`src/design/mrtc_pkg.sv`:
```
// mrtc_pkg: shared types and codes for the message retry timeout controller
// request/result payload structs, register file, controller state, kind codes
// no dependencies
package mrtc_pkg;

	localparam int unsigned LEN_EXTRA = 3;

	// request kinds
	localparam logic [1:0] FUNC_REQ    = 2'd0;
	localparam logic [1:0] FUNC_STATUS = 2'd1;
	localparam logic [1:0] FUNC_TICK   = 2'd2;

	// register indexes on the configuration port
	localparam logic [2:0] REG_LOCAL_TRY_LIMIT      = 3'd0;
	localparam logic [2:0] REG_REMOTE_TRY_LIMIT     = 3'd1;
	localparam logic [2:0] REG_LOCAL_RESPONSE_WAIT  = 3'd2;
	localparam logic [2:0] REG_REMOTE_RESPONSE_WAIT = 3'd3;
	localparam logic [2:0] REG_LOCAL_RETRY_DELAY    = 3'd4;
	localparam logic [2:0] REG_REMOTE_RETRY_DELAY   = 3'd5;
	localparam logic [2:0] REG_SUCCESS_CODE         = 3'd6;

	localparam int unsigned CFG_INDEX_W = 3;
	localparam int unsigned CFG_DATA_W  = 16;

	typedef enum logic [2:0] {
		PH_IDLE  = 3'b001,
		PH_SEND  = 3'b010,
		PH_PAUSE = 3'b100
	} phase_t;

	typedef struct packed {
		logic [1:0] func;
		logic       to_local_chip;
		logic [7:0] length_byte;
		logic [7:0] status_byte;
	} in_t;

	typedef struct packed {
		logic       accepted;
		logic       refused_busy;
		logic       send_now;
		logic [8:0] send_length;
		logic       timed_out;
		logic       timeout_to_local;
		logic       busy_res;
	} out_t;

	typedef struct packed {
		logic [7:0]  local_try_limit;
		logic [7:0]  remote_try_limit;
		logic [15:0] local_response_wait;
		logic [15:0] remote_response_wait;
		logic [15:0] local_retry_delay;
		logic [15:0] remote_retry_delay;
		logic [7:0]  success_code;
	} cfg_t;

	typedef struct packed {
		phase_t      phase;
		logic        dest_local;
		logic [7:0]  tries_done;
		logic [15:0] ticks_left;
		logic [7:0]  stored_length;
	} state_t;

endpackage

```
`src/design/mrtc_step.sv`:
```
// mrtc_step: next-state and result logic for one request
// purely combinational; depends on mrtc_pkg
module mrtc_step (
	input  mrtc_pkg::cfg_t   cfg,
	input  mrtc_pkg::state_t cur,
	input  mrtc_pkg::in_t    req,
	output mrtc_pkg::state_t nxt,
	output mrtc_pkg::out_t   res
);
	import mrtc_pkg::*;

	logic [7:0]  tries_inc;
	logic [7:0]  limit;
	logic [15:0] wait_cur;
	logic [15:0] wait_new;
	logic [15:0] delay_cur;
	logic        send;

	always_comb begin
		tries_inc = (cur.tries_done != 8'hFF) ? cur.tries_done + 8'd1 : cur.tries_done;
		limit     = cur.dest_local ? cfg.local_try_limit : cfg.remote_try_limit;
		wait_cur  = cur.dest_local ? cfg.local_response_wait : cfg.remote_response_wait;
		delay_cur = cur.dest_local ? cfg.local_retry_delay : cfg.remote_retry_delay;
		wait_new  = req.to_local_chip ? cfg.local_response_wait : cfg.remote_response_wait;
	end

	always_comb begin
		nxt  = cur;
		res  = '0;
		send = 1'b0;
		unique case (req.func)
			FUNC_REQ: begin
				if (cur.phase != PH_IDLE) begin
					res.refused_busy = 1'b1;
				end else begin
					res.accepted      = 1'b1;
					nxt.dest_local    = req.to_local_chip;
					nxt.stored_length = req.length_byte;
					nxt.tries_done    = '0;
					nxt.phase         = PH_SEND;
					nxt.ticks_left    = wait_new;
					send              = 1'b1;
				end
			end
			FUNC_STATUS: begin
				if (cur.phase == PH_SEND) begin
					if (req.status_byte == cfg.success_code) begin
						nxt.phase      = PH_IDLE;
						nxt.tries_done = '0;
						nxt.ticks_left = '0;
					end else if (tries_inc < limit) begin
						// nak with tries left: pause before the resend
						nxt.tries_done = tries_inc;
						nxt.phase      = PH_PAUSE;
						nxt.ticks_left = delay_cur;
					end else begin
						// nak on the last try ends silently
						nxt.phase      = PH_IDLE;
						nxt.tries_done = '0;
						nxt.ticks_left = '0;
					end
				end
			end
			FUNC_TICK: begin
				if (cur.phase != PH_IDLE) begin
					if (cur.ticks_left > 16'd1) begin
						nxt.ticks_left = cur.ticks_left - 16'd1;
					end else if (cur.phase == PH_PAUSE) begin
						nxt.phase      = PH_SEND;
						nxt.ticks_left = wait_cur;
						send           = 1'b1;
					end else if (tries_inc < limit) begin
						// response timeout, resend at once
						nxt.tries_done = tries_inc;
						nxt.ticks_left = wait_cur;
						send           = 1'b1;
					end else begin
						res.timed_out        = 1'b1;
						res.timeout_to_local = cur.dest_local;
						nxt.phase            = PH_IDLE;
						nxt.tries_done       = '0;
						nxt.ticks_left       = '0;
					end
				end
			end
			default: begin
			end
		endcase
		res.send_now    = send;
		res.send_length = send ? {1'b0, nxt.stored_length} + 9'(LEN_EXTRA) : 9'd0;
		res.busy_res    = (nxt.phase != PH_IDLE);
	end

endmodule

```
`src/design/message_retry_timeout_controller_core.sv`:
```
// message_retry_timeout_controller_core: stop-and-wait retry controller top level
// input register, step logic, result register and register file; uses mrtc_pkg, mrtc_step
//
//  channel  | signals                        | direction | payload
//  ---------+--------------------------------+-----------+---------------------
//  in       | in_valid, in_stall, in_data    | into core | request, tick, status
//  out      | out_valid, out_stall, out_data | out       | one result per request
//  cfg      | cfg_we, cfg_index, cfg_data    | into core | register writes
//
// one request per clock sustained while the result is not stalled; a request passes
// through the input register, then step logic into the result register
// arst_n clears the controller to idle and loads register reset values
// a stalled result holds; the input register still moves when the result
// register is empty or being taken, so in_stall only rises under out_stall
module message_retry_timeout_controller_core (
	input  logic                                  clk,
	input  logic                                  arst_n,
	input  logic                                  in_valid,
	output logic                                  in_stall,
	input  mrtc_pkg::in_t                         in_data,
	output logic                                  out_valid,
	input  logic                                  out_stall,
	output mrtc_pkg::out_t                        out_data,
	input  logic                                  cfg_we,
	input  logic [mrtc_pkg::CFG_INDEX_W-1:0]      cfg_index,
	input  logic [mrtc_pkg::CFG_DATA_W-1:0]       cfg_data
);
	import mrtc_pkg::*;

	// register file
	cfg_t   cfg_q;

	// input stage
	logic   valid_s1;
	in_t    req_s1;

	// controller state, updated as the request leaves the input stage
	state_t state_q;
	state_t state_nxt;
	out_t   res_nxt;

	// result register
	logic   out_valid_q;
	out_t   out_data_q;

	logic   advance;

	// the input stage empties whenever the result register can take its result
	assign advance  = !out_valid_q || !out_stall;
	assign in_stall = valid_s1 && !advance;

	always_ff @(posedge clk or negedge arst_n) begin
		if (!arst_n) begin
			cfg_q.local_try_limit      <= 8'd3;
			cfg_q.remote_try_limit     <= 8'd3;
			cfg_q.local_response_wait  <= 16'd100;
			cfg_q.remote_response_wait <= 16'd500;
			cfg_q.local_retry_delay    <= 16'd50;
			cfg_q.remote_retry_delay   <= 16'd200;
			cfg_q.success_code         <= 8'd0;
		end else if (cfg_we) begin
			unique case (cfg_index)
				REG_LOCAL_TRY_LIMIT:      cfg_q.local_try_limit      <= cfg_data[7:0];
				REG_REMOTE_TRY_LIMIT:     cfg_q.remote_try_limit     <= cfg_data[7:0];
				REG_LOCAL_RESPONSE_WAIT:  cfg_q.local_response_wait  <= cfg_data;
				REG_REMOTE_RESPONSE_WAIT: cfg_q.remote_response_wait <= cfg_data;
				REG_LOCAL_RETRY_DELAY:    cfg_q.local_retry_delay    <= cfg_data;
				REG_REMOTE_RETRY_DELAY:   cfg_q.remote_retry_delay   <= cfg_data;
				REG_SUCCESS_CODE:         cfg_q.success_code         <= cfg_data[7:0];
				default: begin
					// unused index, write dropped
				end
			endcase
		end
	end

	// input register control
	always_ff @(posedge clk or negedge arst_n) begin
		if (!arst_n) begin
			valid_s1 <= 1'b0;
		end else if (!in_stall) begin
			valid_s1 <= in_valid;
		end
	end

	// input register payload
	always_ff @(posedge clk) begin
		if (in_valid && !in_stall) begin
			req_s1 <= in_data;
		end
	end

	mrtc_step u_step (
		.cfg (cfg_q),
		.cur (state_q),
		.req (req_s1),
		.nxt (state_nxt),
		.res (res_nxt)
	);

	// controller state moves only when a request is consumed
	always_ff @(posedge clk or negedge arst_n) begin
		if (!arst_n) begin
			state_q.phase         <= PH_IDLE;
			state_q.dest_local    <= 1'b0;
			state_q.tries_done    <= '0;
			state_q.ticks_left    <= '0;
			state_q.stored_length <= '0;
		end else if (valid_s1 && advance) begin
			state_q <= state_nxt;
		end
	end

	// result register control
	always_ff @(posedge clk or negedge arst_n) begin
		if (!arst_n) begin
			out_valid_q <= 1'b0;
		end else if (advance) begin
			out_valid_q <= valid_s1;
		end
	end

	// result register payload
	always_ff @(posedge clk) begin
		if (valid_s1 && advance) begin
			out_data_q <= res_nxt;
		end
	end

	assign out_valid = out_valid_q;
	assign out_data  = out_data_q;

endmodule
```
`config.mk`:
```
export PLATFORM = sky130hd
export DESIGN_NAME = message_retry_timeout_controller_core
export DESIGN_NICKNAME = d
export VERILOG_FILES = /design/src/design/mrtc_pkg.sv /design/src/design/mrtc_step.sv /design/src/design/message_retry_timeout_controller_core.sv
export SDC_FILE = /design/constraint.sdc
export NUM_CORES = 1
export LEC_CHECK = 0
export BUFFER_PORTS_ARGS = -buffer_cell sky130_fd_sc_hd__buf_2
export CELL_PAD_IN_SITES_DETAIL_PLACEMENT = 1
export CELL_PAD_IN_SITES_GLOBAL_PLACEMENT = 1
export CORE_MARGIN = 2
export CORE_UTILIZATION = 30
export CTS_CLUSTER_SIZE = 12
export DETAILED_ROUTE_END_ITERATION = 10
export PLACE_DENSITY = 0.62
export SYNTH_ARGS = -nofsm -noshare
export SYNTH_HDL_FRONTEND = slang
export SYNTH_SLANG_ARGS = --single-unit
```
`constraint.sdc`:
```
create_clock -name clk -period 8 [get_ports clk]
set_input_delay 0.8 -clock clk [delete_from_list [all_inputs] [get_ports clk]]
set_output_delay 0.8 -clock clk [all_outputs]
set_load 0.005 [all_outputs]
```
==> flow_summary.yaml <==
outcome:
  status: "finished, final reports clean"
floorplanning:
  dieHeight_um: 171
  design.core.area_um2: 27600
  initial_core_util: 0.303
  rows: 61
  io_pins: 60
  die_w_um: 171
  dieArea_um2: 29200
worst_setup_path:
  slowest_delay_ns: 0.99
  crit_buf_inv: 0
  critPathRequiredTime_ns: 8.32
  worstSetupStartpointType: "flop"
  crit_chain: "ha_1, nand3_2, or2_2, o21ai_0, ha_1, a211oi_1, nor2_1, a211o_1, nor3_2, a221oi_1, a221oi_1"
  crit_slowest_cell: "nor3_2"
  crit_path_max_fanout: 16
  crit_arrival_ns: 4.41
  setup.worst_path.class: "flop to flop"
  reg2reg_slack_ns: 3.91
  end_kind: "flop"
  cp_top_family: "simple AND/OR/NAND/NOR gates"
placement:
  place_hpwl_um: 13900
  io_buffers: 59
  place.gp.congestion: 0.767
  place_area_um2: 9070
routing:
  avgRoutedWirePerCell_um: 18.5
  vias_per_cell: 4.99
  ant_nets: 0
  remaining_drc_errors: 0
  drt_pre_antenna_iters: 4
  num_vias: 5634
  wl_um: 20900
  drt_iter0_drc: 285
timing:
  tightestPinTransition_ns: 1.21
  rsz0062_at_grt: "false"
  setup_tns_ns: 0
  setup_viol: 0
  clock.fmax_ghz: 0.244
  finalHoldViolations: 0
  slew-limit-headroom: 0.192
  drv_slew: 0
  period_minus_slack_ns: 4.09
  period_share: 0.512
  skew_ns: 0.00999
logic_synthesis:
  yosysUniqueCellTypes: 59
  synth-edff-count: 34
  synth_top_area_frac: 0.318
  synth_ff_type: "dfrtp_1"
  syn_avg_cell_area_um2: 12.2
  ys_top_cells_by_count: "145 x mux2_2, 106 x dfrtp_1, 37 x nand2_1"
  ys_seq_area_frac: 0.503
  synth_area_leaders: "dfrtp_1 32%, mux2_2 20%, edfxtp_1 12%, dfstp_2 6.3%, a221oi_1 2.4%"
  yosys_register_bits: 160
  synthCells: 683
  yosysWarnings: 0
  syn_nets: 741
  synth_largest_area_cell: "dfrtp_1"
  yosysMostFrequentCell: "mux2_2"
  syn_area_um2: 8350
  synthArstFlopShare: 0.788
clocking:
  cts_tree: "done"
  clkTransAtPathRegs_ns: 0.07
  cts_max_level: 4
  post_cts_resize_count: 0
  clock_latency_ns: 0.43
  root_buffer: "clkbuf_16"
  cts_buffers: 17
  clockBufferDepth: 2
  cts_sinks: 160
  postCtsHoldBufs: 0
  cts_setup_buffers: 0
pwr:
  power.density_nw_per_um2: 257
  peakVddDrop_mv: 0.148
  cellLeakagePower_uw: 0.00383
layout:
  finish.instance_area_um2: 9650
  post-route-util: 0.350
  antenna_cells: 0
  drive_gt1_frac: 0.389
  nets: 795
  syn_to_final_growth_pct: 15.6
grt:
  antenna_found_initial: 0
  grt_pass1_wl_um: 34300
  grt_pass1_vias: 5974
  grt_usage: 0.153
  grt_max_degree: 66
  overflow: 0
run:
  cap_violations: 0
min_path:
  hold_class: "input pin to asynchronous set/reset pin"
[registers in the layout, indices dropped and copies added (netlist names)]
signal and count:
out_valid 1, valid_s1 1, state_q 36, req_s1 19, cfg_q 88, out_data 15
[cell usage in the layout (no fill, tap or decap), types with 17 or more instances in the layout]
cell	n
dfstp_2	20
nand2_1	37
buf_2	58
o21ai_0	21
mux2_2	145
edfxtp_1	34
dfrtp_1	105
nor2_1	32
a21oi_1	27
a221oi_1	23
clkbuf_16	17
[power breakdown]
| group | switching (µW) | internal (µW) | total, µW |
|---|---|---|---|
| clock | 362 | 466 | 827 |
| sequential | 139 | 1010 | 1150 |
| combinational | 243 | 263 | 506 |
[cell type report]
cell class | instances | area, µm²
Timing Repair Buffer | 70 | 380
Sequential cell | 160 | 4200
Clock buffer | 18 | 429
Tap cell | 378 | 473
Clock inverter | 14 | 156
Multi-Input combinational cell | 476 | 3970
Fill cell | 2987 | 17900
Inverter | 12 | 45.0
[worst paths after layout]
check / start / to / depth (start not counted)
setup / recovery: state_q[24]$_DFFE_PN0P_ / state_q[13]$_DFFE_PN0P_ / 11
hold / removal: arst_n / state_q[35]$_DFFE_PN0P_ / 1
setup reg to reg: state_q[24]$_DFFE_PN0P_ / state_q[13]$_DFFE_PN0P_ / 11
hold reg to reg: valid_s1$_DFFE_PN0N_ / out_valid$_DFFE_PN0N_ / 1
max in group asynchronous: arst_n / cfg_q[26]$_DFFE_PN0P_ / 2
min in group clk: valid_s1$_DFFE_PN0N_ / out_valid$_DFFE_PN0N_ / 1
[worst register-to-register path: cells and delay by family, from the launching register on]
family / cells / cell delay (ns)
DFF: 1 / 0.48
and+or+nand+nor: 4 / 1.60
adders and majority gates: 2 / 0.54
AOI/OAI and AO/OA: 5 / 1.36
[stage by stage]
step / power [µW] / instances / hold slack [ns] / worst slack, ns
after detailed placement: 1670 / 1096 / 0.485 / 3.85
final: 2480 / 1128 / 0.485 / 3.91
after floorplan: 1510 / 683 / 0.444 / 4.53
after CTS: 2510 / 1128 / 0.502 / 3.87
after global placement: 1660 / 1096 / 0.466 / 4.03
after global routing: 2630 / 1128 / 0.521 / 3.52
[cell families after synthesis]
group                    Yosys count  synth area share
multiplexers                     160             0.214
flip-flops                       160             0.503
AND/OR/NAND/NOR                  151            0.0955
AO/OA/AOI/OAI                    120             0.111
buffers and inverters             47            0.0232
XOR/XNOR                          30            0.0315
adder cells (fa/ha/maj)           15            0.0225
[layer usage]
layer  track usage  part of all wire  vias up
met2         0.246              0.47       65
met1         0.211              0.49     2881
li1              -                 -     2673
met3        0.0250             0.024       15
met5             0                 0        -
met4        0.0446             0.011        0
Power figures use the tool's default switching activity.
